--- src/hdl/lmscn_pkg.sv ---
// ============================================================================
// lmscn_pkg: shared types, constants and helpers of the LDPC check-node unit
// Holds the front-to-back command beat, the queue status, the back-end
// state encoding and the LLR saturation and magnitude helpers.
// ============================================================================
package lmscn_pkg;

    // LLR limits
    localparam logic signed [7:0] LLR_MAX   = 8'sd127;
    localparam logic signed [7:0] LLR_MIN   = -8'sd127;
    localparam logic signed [8:0] LLR_MAX_W = 9'sd127;
    localparam logic signed [8:0] LLR_MIN_W = -9'sd127;
    localparam logic [6:0]        MAG_INIT  = 7'd127;

    // command queue geometry
    localparam int Q_DEPTH = 2;
    localparam int Q_AW    = 1;

    // one edge handed from front to back
    typedef struct packed {
        logic              close;    // last edge of the node
        logic signed [7:0] diff;     // saturated posterior minus old message
        logic [6:0]        min1;     // node minima, valid with close
        logic [6:0]        min2;
        logic              parity;   // sign parity of the node, valid with close
    } t_cmd;

    // queue status seen by both sides
    typedef struct packed {
        logic full;
        logic empty;
    } t_q_status;

    typedef enum logic {
        ST_LOAD,
        ST_EMIT
    } t_back_state;

    // clamp a 9-bit sum to [-127, 127]
    function automatic logic signed [7:0] sat127(input logic signed [8:0] v);
        logic signed [7:0] r;
        if (v > LLR_MAX_W) begin
            r = LLR_MAX;
        end else if (v < LLR_MIN_W) begin
            r = LLR_MIN;
        end else begin
            r = v[7:0];
        end
        return r;
    endfunction

    // magnitude of a value already in [-127, 127]
    function automatic logic [6:0] mag7(input logic signed [7:0] v);
        logic [7:0] neg;
        neg = 8'(-v);
        return v[7] ? neg[6:0] : v[6:0];
    endfunction

endpackage

--- src/hdl/lmscn_front.sv ---
// ============================================================================
// lmscn_front: edge intake and node statistics
// Accepts edges, forms the saturated difference, tracks the two smallest
// magnitudes and the sign parity, and pushes one command beat per edge.
// ============================================================================
module lmscn_front #(
    parameter int MAX_DEGREE = 16
) (
    input  logic                   i_clk,
    input  logic                   i_rst_n,
    input  logic                   start,
    output logic                   busy,
    input  logic signed [7:0]      i_posterior_in,
    input  logic signed [7:0]      i_old_message,
    input  logic                   i_last_edge,
    input  lmscn_pkg::t_q_status   i_q_status,
    output logic                   o_push,
    output lmscn_pkg::t_cmd        o_cmd
);
    import lmscn_pkg::*;

    localparam int IDXW = (MAX_DEGREE > 1) ? $clog2(MAX_DEGREE) : 1;
    localparam logic [IDXW-1:0] LAST_SLOT = IDXW'(MAX_DEGREE - 1);

    logic [6:0]      r_min1, n_min1;
    logic [6:0]      r_min2, n_min2;
    logic            r_parity, n_parity;
    logic [IDXW-1:0] r_cnt;

    logic signed [8:0] diff_w;
    logic signed [7:0] diff;
    logic [6:0]        mag;
    logic              close;

    assign busy   = i_q_status.full;
    assign o_push = start && !busy;

    // difference and its magnitude
    always_comb begin
        diff_w = 9'(i_posterior_in) - 9'(i_old_message);
        diff   = sat127(diff_w);
        mag    = mag7(diff);
        close  = i_last_edge || (r_cnt == LAST_SLOT);
    end

    // running minima and parity including this edge
    always_comb begin
        n_min1   = r_min1;
        n_min2   = r_min2;
        n_parity = r_parity ^ diff[7];
        if (mag < r_min1) begin
            n_min2 = r_min1;
            n_min1 = mag;
        end else if (mag < r_min2) begin
            n_min2 = mag;
        end
    end

    // command beat
    always_comb begin
        o_cmd.close  = close;
        o_cmd.diff   = diff;
        o_cmd.min1   = n_min1;
        o_cmd.min2   = n_min2;
        o_cmd.parity = n_parity;
    end

    // node statistics, cleared when a node closes
    always_ff @(posedge i_clk) begin
        if (!i_rst_n) begin
            r_min1   <= MAG_INIT;
            r_min2   <= MAG_INIT;
            r_parity <= 1'b0;
            r_cnt    <= '0;
        end else if (o_push) begin
            if (close) begin
                r_min1   <= MAG_INIT;
                r_min2   <= MAG_INIT;
                r_parity <= 1'b0;
                r_cnt    <= '0;
            end else begin
                r_min1   <= n_min1;
                r_min2   <= n_min2;
                r_parity <= n_parity;
                r_cnt    <= r_cnt + 1'b1;
            end
        end
    end

endmodule

--- src/hdl/lmscn_queue.sv ---
// ============================================================================
// lmscn_queue: short command queue between front and back
// Two-entry FIFO of command beats; reports full and empty as one status.
// ============================================================================
module lmscn_queue (
    input  logic                   i_clk,
    input  logic                   i_rst_n,
    input  logic                   i_push,
    input  lmscn_pkg::t_cmd        i_cmd,
    input  logic                   i_pop,
    output lmscn_pkg::t_cmd        o_cmd,
    output lmscn_pkg::t_q_status   o_status
);
    import lmscn_pkg::*;

    t_cmd            r_mem [Q_DEPTH];
    logic [Q_AW-1:0] r_wr_ptr;
    logic [Q_AW-1:0] r_rd_ptr;
    logic [Q_AW:0]   r_count;

    assign o_cmd          = r_mem[r_rd_ptr];
    assign o_status.full  = (r_count == (Q_AW+1)'(Q_DEPTH));
    assign o_status.empty = (r_count == '0);

    // entry storage
    always_ff @(posedge i_clk) begin
        if (i_push) begin
            r_mem[r_wr_ptr] <= i_cmd;
        end
    end

    // pointers and fill level
    always_ff @(posedge i_clk) begin
        if (!i_rst_n) begin
            r_wr_ptr <= '0;
            r_rd_ptr <= '0;
            r_count  <= '0;
        end else begin
            if (i_push) begin
                r_wr_ptr <= r_wr_ptr + 1'b1;
            end
            if (i_pop) begin
                r_rd_ptr <= r_rd_ptr + 1'b1;
            end
            case ({i_push, i_pop})
                2'b10:   r_count <= r_count + 1'b1;
                2'b01:   r_count <= r_count - 1'b1;
                default: r_count <= r_count;
            endcase
        end
    end

endmodule

--- src/hdl/lmscn_back.sv ---
// ============================================================================
// lmscn_back: edge buffer and message emission
// Stores each edge difference; on a closing beat it replays the node in
// arrival order and emits the new message and posterior for every edge.
// ============================================================================
module lmscn_back #(
    parameter int MAX_DEGREE = 16
) (
    input  logic                   i_clk,
    input  logic                   i_rst_n,
    input  lmscn_pkg::t_cmd        i_cmd,
    input  lmscn_pkg::t_q_status   i_q_status,
    output logic                   o_pop,
    output logic                   o_valid,
    output logic signed [7:0]      o_new_message,
    output logic signed [7:0]      o_new_posterior,
    output logic                   o_last_out
);
    import lmscn_pkg::*;

    localparam int IDXW = (MAX_DEGREE > 1) ? $clog2(MAX_DEGREE) : 1;

    t_back_state r_state, n_state;

    logic signed [7:0] r_mem [MAX_DEGREE];
    logic [IDXW-1:0]   r_wr_cnt;
    logic [IDXW-1:0]   r_last_idx;
    logic [IDXW-1:0]   r_rd_idx;
    logic [6:0]        r_min1;
    logic [6:0]        r_min2;
    logic              r_parity;

    logic signed [7:0] r_rd_data;
    logic              r_rd_vld;
    logic              r_rd_last;

    logic              r_valid;
    logic signed [7:0] r_msg;
    logic signed [7:0] r_post;
    logic              r_last;

    logic              rd_en;
    logic              rd_end;
    logic              pop_close;

    logic [6:0]        rd_mag;
    logic [6:0]        mg;
    logic              neg;
    logic signed [7:0] msg;
    logic signed [8:0] sum;

    assign rd_end    = (r_rd_idx == r_last_idx);
    assign pop_close = o_pop && i_cmd.close;

    // next state
    always_comb begin
        n_state = r_state;
        unique case (r_state)
            ST_LOAD: if (pop_close) n_state = ST_EMIT;
            ST_EMIT: if (rd_end)    n_state = ST_LOAD;
            default: n_state = ST_LOAD;
        endcase
    end

    // state outputs
    always_comb begin
        o_pop = 1'b0;
        rd_en = 1'b0;
        unique case (r_state)
            ST_LOAD: o_pop = !i_q_status.empty;
            ST_EMIT: rd_en = 1'b1;
            default: begin
                o_pop = 1'b0;
                rd_en = 1'b0;
            end
        endcase
    end

    always_ff @(posedge i_clk) begin
        if (!i_rst_n) begin
            r_state <= ST_LOAD;
        end else begin
            r_state <= n_state;
        end
    end

    // edge buffer: one write port, one registered read port
    always_ff @(posedge i_clk) begin
        if (o_pop) begin
            r_mem[r_wr_cnt] <= i_cmd.diff;
        end
        if (rd_en) begin
            r_rd_data <= r_mem[r_rd_idx];
        end
    end

    // write count, node summary and read index
    always_ff @(posedge i_clk) begin
        if (!i_rst_n) begin
            r_wr_cnt <= '0;
            r_rd_idx <= '0;
        end else begin
            if (o_pop) begin
                r_wr_cnt <= i_cmd.close ? '0 : r_wr_cnt + 1'b1;
            end
            if (rd_en) begin
                r_rd_idx <= rd_end ? '0 : r_rd_idx + 1'b1;
            end
        end
    end

    always_ff @(posedge i_clk) begin
        if (pop_close) begin
            r_last_idx <= r_wr_cnt;
            r_min1     <= i_cmd.min1;
            r_min2     <= i_cmd.min2;
            r_parity   <= i_cmd.parity;
        end
    end

    // read-data valid tracking
    always_ff @(posedge i_clk) begin
        if (!i_rst_n) begin
            r_rd_vld  <= 1'b0;
            r_rd_last <= 1'b0;
            r_valid   <= 1'b0;
        end else begin
            r_rd_vld  <= rd_en;
            r_rd_last <= rd_en && rd_end;
            r_valid   <= r_rd_vld;
        end
    end

    // new message: other minimum, sign of the other edges
    always_comb begin
        rd_mag = mag7(r_rd_data);
        mg     = (rd_mag == r_min1) ? r_min2 : r_min1;
        neg    = r_parity ^ r_rd_data[7];
        msg    = neg ? -$signed({1'b0, mg}) : $signed({1'b0, mg});
        sum    = 9'(r_rd_data) + 9'(msg);
    end

    // result register
    always_ff @(posedge i_clk) begin
        if (r_rd_vld) begin
            r_msg  <= msg;
            r_post <= sat127(sum);
            r_last <= r_rd_last;
        end
    end

    assign o_valid         = r_valid;
    assign o_new_message   = r_msg;
    assign o_new_posterior = r_post;
    assign o_last_out      = r_last;

endmodule

--- src/hdl/ldpc_min_sum_check_node.sv ---
// ============================================================================
// ldpc_min_sum_check_node: layered int8 min-sum LDPC check-node unit
// Edges enter on start/busy; one result per edge leaves on o_valid once
// the node closes, in arrival order.
// ============================================================================
// Path: a node's last edge passes the queue entry, the back end's pop into
// the emit state, the edge-buffer read and the result register, when the
// back end is free; the node's n results then follow one a cycle.
// Throughput: one edge a cycle while the 2-beat queue has room; the back
// end buffers all edges of a node, then reads them back before it pops again.
// Reset: synchronous, active low; clears queue, counters and node minima,
// the edge buffer is not cleared. Results cannot be stalled by the receiver.
module ldpc_min_sum_check_node #(
    parameter int MAX_DEGREE = 16
) (
    input  logic              i_clk,
    input  logic              i_rst_n,
    input  logic              start,
    output logic              busy,
    input  logic signed [7:0] i_posterior_in,
    input  logic signed [7:0] i_old_message,
    input  logic              i_last_edge,
    output logic              o_valid,
    output logic signed [7:0] o_new_message,
    output logic signed [7:0] o_new_posterior,
    output logic              o_last_out
);
    import lmscn_pkg::*;

    logic      push;
    logic      pop;
    t_cmd      front_cmd;
    t_cmd      head_cmd;
    t_q_status q_status;

    // edge intake
    lmscn_front #(
        .MAX_DEGREE(MAX_DEGREE)
    ) u_front (
        .i_clk          (i_clk),
        .i_rst_n        (i_rst_n),
        .start          (start),
        .busy           (busy),
        .i_posterior_in (i_posterior_in),
        .i_old_message  (i_old_message),
        .i_last_edge    (i_last_edge),
        .i_q_status     (q_status),
        .o_push         (push),
        .o_cmd          (front_cmd)
    );

    // decoupling queue
    lmscn_queue u_queue (
        .i_clk    (i_clk),
        .i_rst_n  (i_rst_n),
        .i_push   (push),
        .i_cmd    (front_cmd),
        .i_pop    (pop),
        .o_cmd    (head_cmd),
        .o_status (q_status)
    );

    // buffer and emission
    lmscn_back #(
        .MAX_DEGREE(MAX_DEGREE)
    ) u_back (
        .i_clk           (i_clk),
        .i_rst_n         (i_rst_n),
        .i_cmd           (head_cmd),
        .i_q_status      (q_status),
        .o_pop           (pop),
        .o_valid         (o_valid),
        .o_new_message   (o_new_message),
        .o_new_posterior (o_new_posterior),
        .o_last_out      (o_last_out)
    );

endmodule
--- config.mk ---
export PLATFORM = sky130hd
export DESIGN_NAME = ldpc_min_sum_check_node
export DESIGN_NICKNAME = d
export VERILOG_FILES = /design/src/hdl/lmscn_pkg.sv /design/src/hdl/lmscn_front.sv /design/src/hdl/lmscn_queue.sv /design/src/hdl/lmscn_back.sv /design/src/hdl/ldpc_min_sum_check_node.sv
export SDC_FILE = /design/constraint.sdc
export NUM_CORES = 1
export LEC_CHECK = 0
export BUFFER_PORTS_ARGS = -buffer_cell sky130_fd_sc_hd__buf_2
export CORE_MARGIN = 8
export CORE_UTILIZATION = 25
export CTS_BUF_LIST = sky130_fd_sc_hd__clkbuf_8
export CTS_CLUSTER_SIZE = 40
export DETAILED_ROUTE_END_ITERATION = 8
export GPL_TIMING_DRIVEN = 1
export PLACE_DENSITY = 0.37
export SLEW_MARGIN = 10
export SYNTH_ARGS = -nofsm -noshare
export SYNTH_HDL_FRONTEND = slang
export SYNTH_SLANG_ARGS = --single-unit
--- constraint.sdc ---
create_clock -name i_clk -period 6.9 [get_ports i_clk]
set_input_delay 0.345 -clock i_clk [delete_from_list [all_inputs] [get_ports i_clk]]
set_output_delay 0.345 -clock i_clk [all_outputs]
set_load 0.02 [all_outputs]
==> results by group, run 1 <==
Pwr
  – Combinational Power Share: 34.1%
  – Reported net switching power: 2.039 mW
  – Maximum vdd drop: 146.1 uV
  – Internal power: 3.670 mW
  – Clock group share of total power: 25.6%
  – Total power density per cell area: 418.2 mW/mm^2
  – LEAKAGE: 4.767 nW
  – Net Sw Frac: 35.72%
  – Flop pwr share: 40.2%

Floorplanning
  – Initial cell density of the core: 25.32%
  – Die Span Y: 233.1 um
  – Number of placement rows: 79
  – Num ports: 39
  – Die area: 0.05435 sq mm
  – Placeable core region: 0.04656 sq mm
  – X dimension of the die: 233.1 um

CTS
  – Clk Tree Root Cell: sky130_fd_sc_hd__clkbuf_8
  – Clk sink count: 256
  – Number of hold buffers added after cts: 0
  – Buffer depth of the longest clock path: 3
  – Number of buffers added by the clock tree synthesis step: 48
  – CTS tree: built
  – Number of buffers inserted by post-CTS setup repair: 0
  – CTS clk-pin slew, worst paths: 0.06 ns
  – H-Tree Depth: 2
  – Clock latency reported for the late side of the worst-skew pair: 0.62 ns
  – Post-cts gate resize count: 0

Min path
  – Min-Delay Path Class: in2reg

Setup path
  – Worst path slowest cell: sky130_fd_sc_hd__a31oi_1
  – Arrival time at the worst endpoint: 6.08 ns
  – Critical path startpoint category: input pin
  – WS Path Type: in2reg
  – Endpoint kind of the worst setup timing path: flip-flop
  – Dominant cell type by count on the critical path: sky130_fd_sc_hd__nand2_1
  – Data required, critical path: 7.39 ns
  – Largest fanout on the critical path: 18
  – Slowest stage delay, CP: 0.56 ns

Timing
  – Period Utilization, post-route: 81.07%
  – Pin slew with the least headroom to its limit: 1.063 ns
  – Setup clock skew after layout: 0.04015 ns
  – Final hold slack: 0.1399 ns
  – Count of final max-slew check failures: 0
  – Number of failing setup endpoints in the final timing report: 0
  – Post-layout minimum cycle time: 5.594 ns
  – Maximum clock frequency: 0.1788 GHz
  – Tightest slew margin relative to the limit: 29.11%
  – Minimum setup slack in the final design: 1.306 ns
  – Total negative slack: 0 ns
  – Unrepaired setup endpoints after global routing: false
  – Hold Vio Cnt, Final: 0

Yosys
  – Syn nets: 891
  – Flop and latch count out of synthesis: 256
  – Most instantiated flip-flop cell in the synthesis netlist: sky130_fd_sc_hd__edfxtp_1
  – Library cells used by synthesis: 68
  – Mean post-synth cell area: 14.18 sq um
  – Number of flops mapped to enable cells by yosys: 220
  – Mapped Cells: 831
  – Netlist Area Pre-Place: 0.01179 sq mm
  – Cell types occupying the most area after synthesis: sky130_fd_sc_hd__edfxtp_1 (56%), sky130_fd_sc_hd__mux4_2 (7.6%), sky130_fd_sc_hd__dfxtp_1 (6.1%)
  – Post-synthesis cell type with the largest combined area: sky130_fd_sc_hd__edfxtp_1
  – Count of warnings emitted by yosys: 0
  – Fraction of synthesized cell area taken by the top area cell type: 56.05%
  – Share of the yosys chip area belonging to registers: 62.16%
  – Share of synthesized flip-flops with an asynchronous set or reset: 0%

Final layout
  – Fraction of layout instances using a drive strength above 1: 22.29%
  – FILL cells: 4684
  – Most frequent cells in the layout: sky130_fd_sc_hd__edfxtp_1 (220), sky130_fd_sc_hd__inv_1 (62), sky130_fd_sc_hd__nor2_1 (58)
  – Net count, final: 955
  – Most frequent standard cell in the layout excluding fill and tap cells: sky130_fd_sc_hd__edfxtp_1
  – Area Overhead vs Synth: 15.82%

Route
  – Post-Route WL: 27800 um
  – Met2 wire length: 12360 um
  – Top routing layer in use: met4
  – DRT met1 WL: 13590 um
  – Post-route antenna net violation count: 0
  – Met3 WL post-DR: 1054 um
  – Drt first pass iters: 4
  – Final routed DRC violation total: 0
  – Count of routing violations after the opening detailed-route iteration: 354
  – Via density per instance: 4.386
  – Total via count in the routed design: 6759
  – Detail-routed net length per standard cell: 18.04 um

GRT
  – Maximum number of pins on one net before global-route repair: 37
  – Antenna violations before repair: 1
  – Via count of the first global-routing pass: 7083
  – Aggregate global-route resource usage: 10.29%
  – First-pass GRT wire length: 42880 um
  – Global route overflow: 0

Placed design
  – Worst-case setup slack after placement: 0.6833 ns
  – Weighted congestion at the end of routability-driven global placement: 0.7539
  – Quantity of I/O buffers inserted on ports: 38
  – Final HPWL DP: 18630 um

Flow run
  – Number of violations of the max-capacitance limit: 0

Status
  – Outcome: completed
critical path, delay by kind of cell:
family | cells | cell delay [ns]
and+or+nand+nor | 8 | 1.23
adders and majority gates | 4 | 1.20
xor gates and xnor gates | 1 | 0.30
buffers and inverters | 4 | 0.46
AOI/OAI and AO/OA | 9 | 2.54
Yosys cell counts, types with 6 or more instances:
cell type,number
sky130_fd_sc_hd__xor2_1,14
sky130_fd_sc_hd__a31oi_1,13
sky130_fd_sc_hd__nand2b_1,9
sky130_fd_sc_hd__nand3_1,6
sky130_fd_sc_hd__nand2_1,55
sky130_fd_sc_hd__o21ai_0,35
sky130_fd_sc_hd__inv_1,43
sky130_fd_sc_hd__ha_1,38
sky130_fd_sc_hd__clkbuf_1,24
sky130_fd_sc_hd__mux4_2,40
sky130_fd_sc_hd__a21oi_1,28
sky130_fd_sc_hd__o31ai_2,6
sky130_fd_sc_hd__nor2_1,59
sky130_fd_sc_hd__edfxtp_1,220
sky130_fd_sc_hd__dfxtp_1,36
sky130_fd_sc_hd__o21ai_1,9
sky130_fd_sc_hd__or3_1,7
sky130_fd_sc_hd__mux2_2,24
sky130_fd_sc_hd__mux2i_1,10
sky130_fd_sc_hd__nor3_1,20
sky130_fd_sc_hd__xnor2_1,27
sky130_fd_sc_hd__nor2b_1,8
sky130_fd_sc_hd__and2_1,9
sky130_fd_sc_hd__a211oi_2,6
sky130_fd_sc_hd__a21boi_0,7
sky130_fd_sc_hd__a21o_1,8
logic make-up after synthesis:
kind of cell,after synthesis,share of synthesized area [%]
multiplexers,75,10.90
AO/OA/AOI/OAI,145,8.789
XOR/XNOR,42,3.184
flip-flops,256,62.16
adder cells (fa/ha/maj),41,4.458
AND/OR/NAND/NOR,196,7.950
buffers and inverters,76,2.558
cell type report:
cell class                      count  area [sq um]  share of cell area (%)
Clock buffer                       55         757.0                   5.545
Clock inverter                     33         200.2                   1.466
Sequential cell                   256          7330                   53.69
Inverter                           44         165.2                   1.210
Tap cell                          607         759.5                   5.563
Timing Repair Buffer               46         250.2                   1.833
Multi-Input combinational cell    499          4188                   30.68
Antenna cell                        1         2.502                 0.01833
through the flow:
stage	power [mW]	instances	area [sq um]	utilization, %
global placement	4.319	1452	12690	27.26
detailed placement	4.316	1452	12690	27.26
CTS	5.835	1540	13650	29.32
global route	6.111	1541	13650	29.32
finish	5.710	1541	13650	29.32
floorplan	3.721	831	11790	-
routing by layer:
metal  track usage [%]  vias to the layer above
met4             4.477                        0
met5                 0                        -
met3             2.111                       53
li1                  -                     3287
met2             15.98                      110
met1             13.75                     3309
power by group through the flow:
stage               Sequential [mW]  Clock (mW)  Combinational, mW
CTS                            2.31        1.54               1.99
detailed placement             2.33           0               1.98
finish                         2.30        1.46               1.95
global route                   2.33        1.59               2.19
floorplan                      2.28           0               1.44
global placement               2.33           0               1.99
sequential cells by signal, indices dropped and copies added, names as in the netlist, 2 cells and up, named ones only:
name and flops:
u_back.o_new_message 8, u_back.o_new_posterior 8, u_back.r_last_idx 4, u_back.r_mem 128, u_back.r_min1 7, u_back.r_min2 7, u_back.r_rd_data 8, u_back.r_rd_idx 4
u_back.r_wr_cnt 4, u_front.r_cnt 4, u_front.r_min1 7, u_front.r_min2 7, u_queue.r_count 2, u_queue.r_mem 48
path summary, 6_finish.rpt:
kind	startpoint	endpoint	slack [ns]	depth (start not counted)
worst max-delay path	i_posterior_in[0]	u_front.r_min1[0]$_SDFFE_PN1P_	1.31	26
worst min-delay path	i_last_edge	u_front.r_cnt[1]$_SDFFE_PN0P_	0.14	4
worst max register to register	u_back.r_rd_data[2]$_DFFE_PP_	u_back.o_new_posterior[0]$_SDFFCE_PP1P_	1.43	20
worst min register to register	u_back.r_rd_last$_SDFF_PN0_	u_back.o_last_out$_DFFE_PP_	0.40	0
(Power assumes the default switching activity.)
==> run 2: changes to the inputs <==
ABC_AREA = 1   (was unset)
PLACE_DENSITY = 0.38   (was 0.37)
clock period = 5.1 ns   (was 6.9 ns; I/O delays follow)
==> results by group, run 2 <==
Status
  – Outcome: completed

Yosys
  – Share of the yosys chip area belonging to registers: 61.87%
  – Mean post-synth cell area: 11.01 sq um
  – Flop and latch count out of synthesis: 256
  – Share of synthesized flip-flops with an asynchronous set or reset: 0%
  – Most instantiated flip-flop cell in the synthesis netlist: sky130_fd_sc_hd__edfxtp_1
  – Cell types occupying the most area after synthesis: sky130_fd_sc_hd__edfxtp_1 (56%), sky130_fd_sc_hd__dfxtp_1 (6.1%), sky130_fd_sc_hd__nand2_1 (5.6%)
  – Synth top cells by count: sky130_fd_sc_hd__edfxtp_1 (220), sky130_fd_sc_hd__nand2_1 (177), sky130_fd_sc_hd__nor2_1 (111), sky130_fd_sc_hd__inv_1 (95), sky130_fd_sc_hd__o21ai_0 (82)
  – Post-synthesis cell type with the largest combined area: sky130_fd_sc_hd__edfxtp_1
  – Mapped Cells: 1076
  – Count of warnings emitted by yosys: 0
  – Most repeated cell in the gate-level netlist after synthesis: sky130_fd_sc_hd__edfxtp_1
  – Syn nets: 1136
  – Netlist Area Pre-Place: 0.01184 sq mm
  – Library cells used by synthesis: 46
  – Fraction of synthesized cell area taken by the top area cell type: 55.78%
  – Number of flops mapped to enable cells by yosys: 220

Placed design
  – Quantity of I/O buffers inserted on ports: 38
  – Final HPWL DP: 19930 um
  – Weighted congestion at the end of routability-driven global placement: 0.7725

CTS
  – H-Tree Depth: 2
  – Clk Tree Root Cell: sky130_fd_sc_hd__clkbuf_8
  – Post-cts gate resize count: 0
  – Number of buffers inserted by post-CTS setup repair: 0
  – Buffer depth of the longest clock path: 3
  – CTS tree: built
  – CTS clk-pin slew, worst paths: 0.07 ns
  – Number of buffers added by the clock tree synthesis step: 46
  – Clk sink count: 256
  – Clock latency reported for the late side of the worst-skew pair: 0.57 ns
  – Number of hold buffers added after cts: 0

Min path
  – Min-Delay Path Class: in2reg
  – Hold-critical path depth: 3

GRT
  – First-pass GRT wire length: 46090 um
  – Maximum number of pins on one net before global-route repair: 68
  – Via count of the first global-routing pass: 7809
  – Antenna violations before repair: 0
  – Global route overflow: 0
  – Aggregate global-route resource usage: 10.90%

Final layout
  – Largest register by flop count: u_back.r_mem
  – Most frequent cells in the layout: sky130_fd_sc_hd__edfxtp_1 (220), sky130_fd_sc_hd__nand2_1 (177), sky130_fd_sc_hd__inv_1 (120)
  – Most frequent standard cell in the layout excluding fill and tap cells: sky130_fd_sc_hd__edfxtp_1
  – Registers with the most flip-flops: u_back.r_mem x128, u_queue.r_mem x48
  – Area Overhead vs Synth: 14.17%
  – FILL cells: 4957
  – Fraction of layout instances using a drive strength above 1: 15.84%
  – Final cell utilization of the core: 28.98%
  – Number of flip-flops in the largest register: 128
  – Inserted Diodes: 0
  – Net count, final: 1193

Setup path
  – Data required, critical path: 5.41 ns
  – Largest fanout on the critical path: 8
  – Arrival time at the worst endpoint: 4.59 ns
  – Slowest stage delay, CP: 0.45 ns
  – Endpoint kind of the worst setup timing path: flip-flop
  – Worst path slowest cell: sky130_fd_sc_hd__edfxtp_1
  – WS Path Type: reg2reg
  – Critical path startpoint category: flip-flop
  – Worst r2r path cells: 28

Timing
  – Number of failing setup endpoints in the final timing report: 0
  – Period Utilization, post-route: 83.87%
  – Count of final max-slew check failures: 0
  – Setup clock skew after layout: 0.03357 ns
  – Total negative slack: 0 ns
  – Tightest slew margin relative to the limit: 34.90%
  – Hold Vio Cnt, Final: 0
  – Maximum clock frequency: 0.2338 GHz
  – Unrepaired setup endpoints after global routing: false
  – Post-layout minimum cycle time: 4.277 ns
  – Pin slew with the least headroom to its limit: 0.9730 ns

Pwr
  – Maximum vdd drop: 173.9 uV
  – Total Power Consumption: 7.249 mW
  – Total power density per cell area: 536.1 mW/mm^2
  – LEAKAGE: 5.234 nW

Floorplanning
  – Die Span Y: 233.6 um
  – Num ports: 39
  – Die area: 0.05459 sq mm
  – Placeable core region: 0.04665 sq mm
  – Initial cell density of the core: 25.38%
  – X dimension of the die: 233.6 um
  – Number of placement rows: 79

Route
  – Top routing layer in use: met4
  – DRT met1 WL: 14590 um
  – Count of routing violations after the opening detailed-route iteration: 412
  – Via density per instance: 4.385
  – Drt first pass iters: 4
  – Final routed DRC violation total: 0
  – Met3 WL post-DR: 1113 um
  – Post-route antenna net violation count: 0
  – Met2 wire length: 13530 um
  – Detail-routed net length per standard cell: 16.82 um
  – Total via count in the routed design: 7784
  – Post-Route WL: 29850 um

Flow run
  – Number of violations of the max-capacitance limit: 0
[run 2: layout make-up]
type / instances / area (sq um) / share of cell area (%)
clock buffers: 49 / 674.4 / 4.988
multi-input cells: 674 / 3943 / 29.16
inverters: 106 / 400.4 / 2.961
flip-flops and latches: 256 / 7328 / 54.20
well taps: 607 / 759.5 / 5.617
clock inverters: 34 / 142.6 / 1.055
repair buffers: 49 / 272.8 / 2.017
[run 2: cell families (layout without fill, tap and decap cells)]
| logic type | count (synthesis) | in the layout | share of synthesized area (%) |
|---|---|---|---|
| AO/OA/AOI/OAI | 198 | 198 | 9.974 |
| adder cells (fa/ha/maj) | 40 | 40 | 4.353 |
| XOR/XNOR | 26 | 26 | 1.923 |
| AND/OR/NAND/NOR | 386 | 386 | 14.73 |
| buffers and inverters | 146 | 238 | 4.881 |
| multiplexers | 24 | 24 | 2.272 |
| flip-flops | 256 | 256 | 61.87 |
[run 2: through the flow]
step | instances | area, sq um | hold WS [ns] | worst slack (ns)
4_1_cts | 1775 | 13520 | 0.01699 | 0.7877
3_3_place_gp | 1692 | 12700 | 0.3916 | 0.4529
6_report | 1775 | 13520 | 0.07190 | 0.8226
3_5_place_dp | 1692 | 12700 | 0.3978 | 0.4921
5_1_grt | 1775 | 13520 | 0.06042 | 0.2475
2_1_floorplan | 1076 | 11840 | 0.3855 | 1.235
[run 2: routing by layer]
layer,global-route usage [%],up-vias
met1,14.60,3718
met4,3.265,0
met5,0,-
met2,17.76,137
li1,-,3878
met3,2.002,51
[run 2: worst paths after layout]
check | start | to | slack [ns]
worst max register to register | u_back.r_rd_data[1]$_DFFE_PP_ | u_back.o_new_posterior[0]$_SDFFCE_PP1P_ | 0.82
worst max-delay path | u_back.r_rd_data[1]$_DFFE_PP_ | u_back.o_new_posterior[0]$_SDFFCE_PP1P_ | 0.82
worst min-delay path | i_rst_n | u_back.r_rd_idx[0]$_SDFFE_PN0P_ | 0.07
worst min register to register | u_back.r_rd_last$_SDFF_PN0_ | u_back.o_last_out$_DFFE_PP_ | 0.41
[run 2: report_power, final]
group	leakage (nW)	internal (mW)	switching [mW]
sequential	2.29	2.88	0.159
clock	0.508	0.883	0.841
combinational	2.44	0.791	1.69
[run 2: critical path: cells and delay by family, from the launching register on]
kind | cells | cell delay, ns
adders and majority gates | 3 | 0.81
and+or+nand+nor | 15 | 1.60
DFF | 1 | 0.45
buffers and inverters | 4 | 0.32
AOI/OAI and AO/OA | 5 | 0.70
xor gates and xnor gates | 1 | 0.12
==> run 3: changes to the inputs <==
ABC_AREA = 0   (was 1)
clock period = 3.6 ns   (was 5.1 ns; I/O delays follow)
==> results by group, run 3 (synthesized netlist as in run 1, its figures left out) <==
Min path
  – Min-Delay Path Class: in2reg

Setup path
  – WS Path Type: reg2reg
  – Endpoint kind of the worst setup timing path: flip-flop
  – Arrival time at the worst endpoint: 4.92 ns
  – Critical path startpoint category: flip-flop
  – Data required, critical path: 3.93 ns
  – Largest fanout on the critical path: 3

Floorplanning
  – Num ports: 39
  – Number of placement rows: 79
  – X dimension of the die: 233.1 um
  – Initial cell density of the core: 25.32%
  – Die area: 0.05435 sq mm
  – Die Span Y: 233.1 um
  – Placeable core region: 0.04656 sq mm

Timing
  – Number of failing setup endpoints in the final timing report: 50
  – Total negative slack: -17.78 ns
  – Final hold slack: 0.2511 ns
  – Count of final max-slew check failures: 0
  – Setup clock skew after layout: 0.03650 ns
  – Period Utilization, post-route: 127.4%
  – Pin slew with the least headroom to its limit: 0.8013 ns
  – Hold Vio Cnt, Final: 0
  – Tightest slew margin relative to the limit: 46.38%
  – Minimum setup slack in the final design: -0.9848 ns
  – Maximum clock frequency: 0.2181 GHz
  – Unrepaired setup endpoints after global routing: true
  – Post-layout minimum cycle time: 4.585 ns

CTS
  – Buffer depth of the longest clock path: 3
  – Number of buffers added by the clock tree synthesis step: 45
  – CTS tree: built
  – Clock latency reported for the late side of the worst-skew pair: 0.60 ns
  – H-Tree Depth: 2
  – Clk sink count: 256
  – CTS clk-pin slew, worst paths: 0.06 ns
  – Clk Tree Root Cell: sky130_fd_sc_hd__clkbuf_8

Flow run
  – Number of violations of the max-capacitance limit: 0

Route
  – Count of routing violations after the opening detailed-route iteration: 344
  – Total via count in the routed design: 7535
  – Detail-routed net length per standard cell: 16.95 um
  – Via density per instance: 4.348
  – Final routed DRC violation total: 0
  – Drt first pass iters: 4
  – Post-route antenna net violation count: 0
  – Post-Route WL: 29370 um

Final layout
  – Registers with the most flip-flops: u_back.r_mem x128, u_queue.r_mem x48
  – Most frequent standard cell in the layout excluding fill and tap cells: sky130_fd_sc_hd__edfxtp_1
  – Largest register by flop count: u_back.r_mem
  – Area Overhead vs Synth: 36.14%
  – Fraction of layout instances using a drive strength above 1: 44.32%
  – Most frequent cells in the layout: sky130_fd_sc_hd__edfxtp_1 (220), sky130_fd_sc_hd__buf_4 (173), sky130_fd_sc_hd__inv_1 (57)
  – Net count, final: 1149
  – Number of flip-flops in the largest register: 128
  – Inserted Diodes: 0

Pwr
  – Total power density per cell area: 887.6 mW/mm^2
  – Maximum vdd drop: 649.3 uV
  – Internal power: 9.197 mW
  – Flop pwr share: 30.6%
  – Clock group share of total power: 18.4%
  – LEAKAGE: 5.887 nW
  – Combinational Power Share: 51.1%
  – Reported net switching power: 5.048 mW
  – Total Power Consumption: 14.24 mW
  – Net Sw Frac: 35.44%

Placed design
  – Worst-case setup slack after placement: -1.443 ns
  – Final HPWL DP: 19830 um
  – Weighted congestion at the end of routability-driven global placement: 0.7548
  – Quantity of I/O buffers inserted on ports: 38

GRT
  – Global route overflow: 0
  – Aggregate global-route resource usage: 10.93%
  – Via count of the first global-routing pass: 7969
  – Antenna violations before repair: 1
  – Maximum number of pins on one net before global-route repair: 38
  – First-pass GRT wire length: 46320 um

Status
  – Violations in the final reports: setup timing
  – Outcome: finished with violations
[run 3: through the flow]
stage               utilization (%)  instances  cell area (sq um)
floorplan                         -        831              12060
global placement              30.13       1592              14030
detailed placement            30.13       1592              14030
CTS                           33.77       1721              15720
global route                  34.47       1733              16050
finish                        34.47       1733              16050
[run 3: path summary, 6_finish.rpt]
path	start	end	slack, ns	cells after the start
min reg2reg	u_back.r_rd_last$_SDFF_PN0_	u_back.o_last_out$_DFFE_PP_	0.40	0
min	start	u_queue.r_mem[1][22]$_DFFE_PP_	0.25	2
max	u_back.r_rd_data[1]$_DFFE_PP_	u_back.o_new_posterior[0]$_SDFFCE_PP1P_	-0.98	23
max reg2reg	u_back.r_rd_data[1]$_DFFE_PP_	u_back.o_new_posterior[0]$_SDFFCE_PP1P_	-0.98	23
[run 3: power by group through the flow]
stage | Sequential [mW] | Combinational, mW | Clock [mW]
after floorplan | 4.38 | 3.10 | 0
after global placement | 4.42 | 5.34 | 0
after detailed placement | 4.42 | 5.31 | 0
after CTS | 4.37 | 6.63 | 2.73
after global routing | 4.41 | 7.88 | 2.84
final | 4.35 | 7.27 | 2.62
[run 3: what timing repair did]
action                                  4_1_cts  5_1_grt
setup buffers                                42       13
hold endpoints to repair                     11        0
pin swaps                                    45       27
gates cloned                                  2        0
hold buffers                                  2        0
resized for setup                            89       45
endpoints found under the setup margin       50       50
[run 3: cell type report]
type / count / area [sq um]
Fill cell: 4566 / 30510
Sequential cell: 256 / 7330
Multi-Input combinational cell: 500 / 4951
Timing Repair Buffer: 242 / 1954
Tap cell: 607 / 759.5
Clock buffer: 47 / 646.9
Clock inverter: 37 / 229.0
Inverter: 44 / 177.7
[run 3: critical path: stages, from the launching register on]
cell	delay [ns]
sky130_fd_sc_hd__edfxtp_1	0.40
sky130_fd_sc_hd__inv_1	0.07
sky130_fd_sc_hd__ha_1	0.22
sky130_fd_sc_hd__mux2i_1	0.17
sky130_fd_sc_hd__xor2_1	0.16
sky130_fd_sc_hd__nand3_1	0.13
sky130_fd_sc_hd__nor4_4	0.28
sky130_fd_sc_hd__buf_4	0.18
sky130_fd_sc_hd__mux2i_2	0.24
sky130_fd_sc_hd__ha_2	0.31
sky130_fd_sc_hd__nand2_2	0.08
sky130_fd_sc_hd__o21ai_4	0.08
sky130_fd_sc_hd__fa_2	0.35
sky130_fd_sc_hd__a21o_1	0.20
sky130_fd_sc_hd__a21oi_2	0.14
sky130_fd_sc_hd__buf_4	0.12
sky130_fd_sc_hd__o21bai_1	0.07
sky130_fd_sc_hd__a21oi_2	0.16
sky130_fd_sc_hd__xor2_1	0.11
sky130_fd_sc_hd__and3_4	0.18
sky130_fd_sc_hd__a21o_1	0.16
sky130_fd_sc_hd__nand3_2	0.08
sky130_fd_sc_hd__nand3_2	0.09
sky130_fd_sc_hd__or3b_1	0.36
[run 3: metal layers]
metal	vias to the layer above	routed length, um	track usage, %
met4	2	825	4.301
met3	54	1028	2.111
met2	110	13300	16.96
met5	-	13	0
li1	3676	-	-
met1	3693	14200	14.88
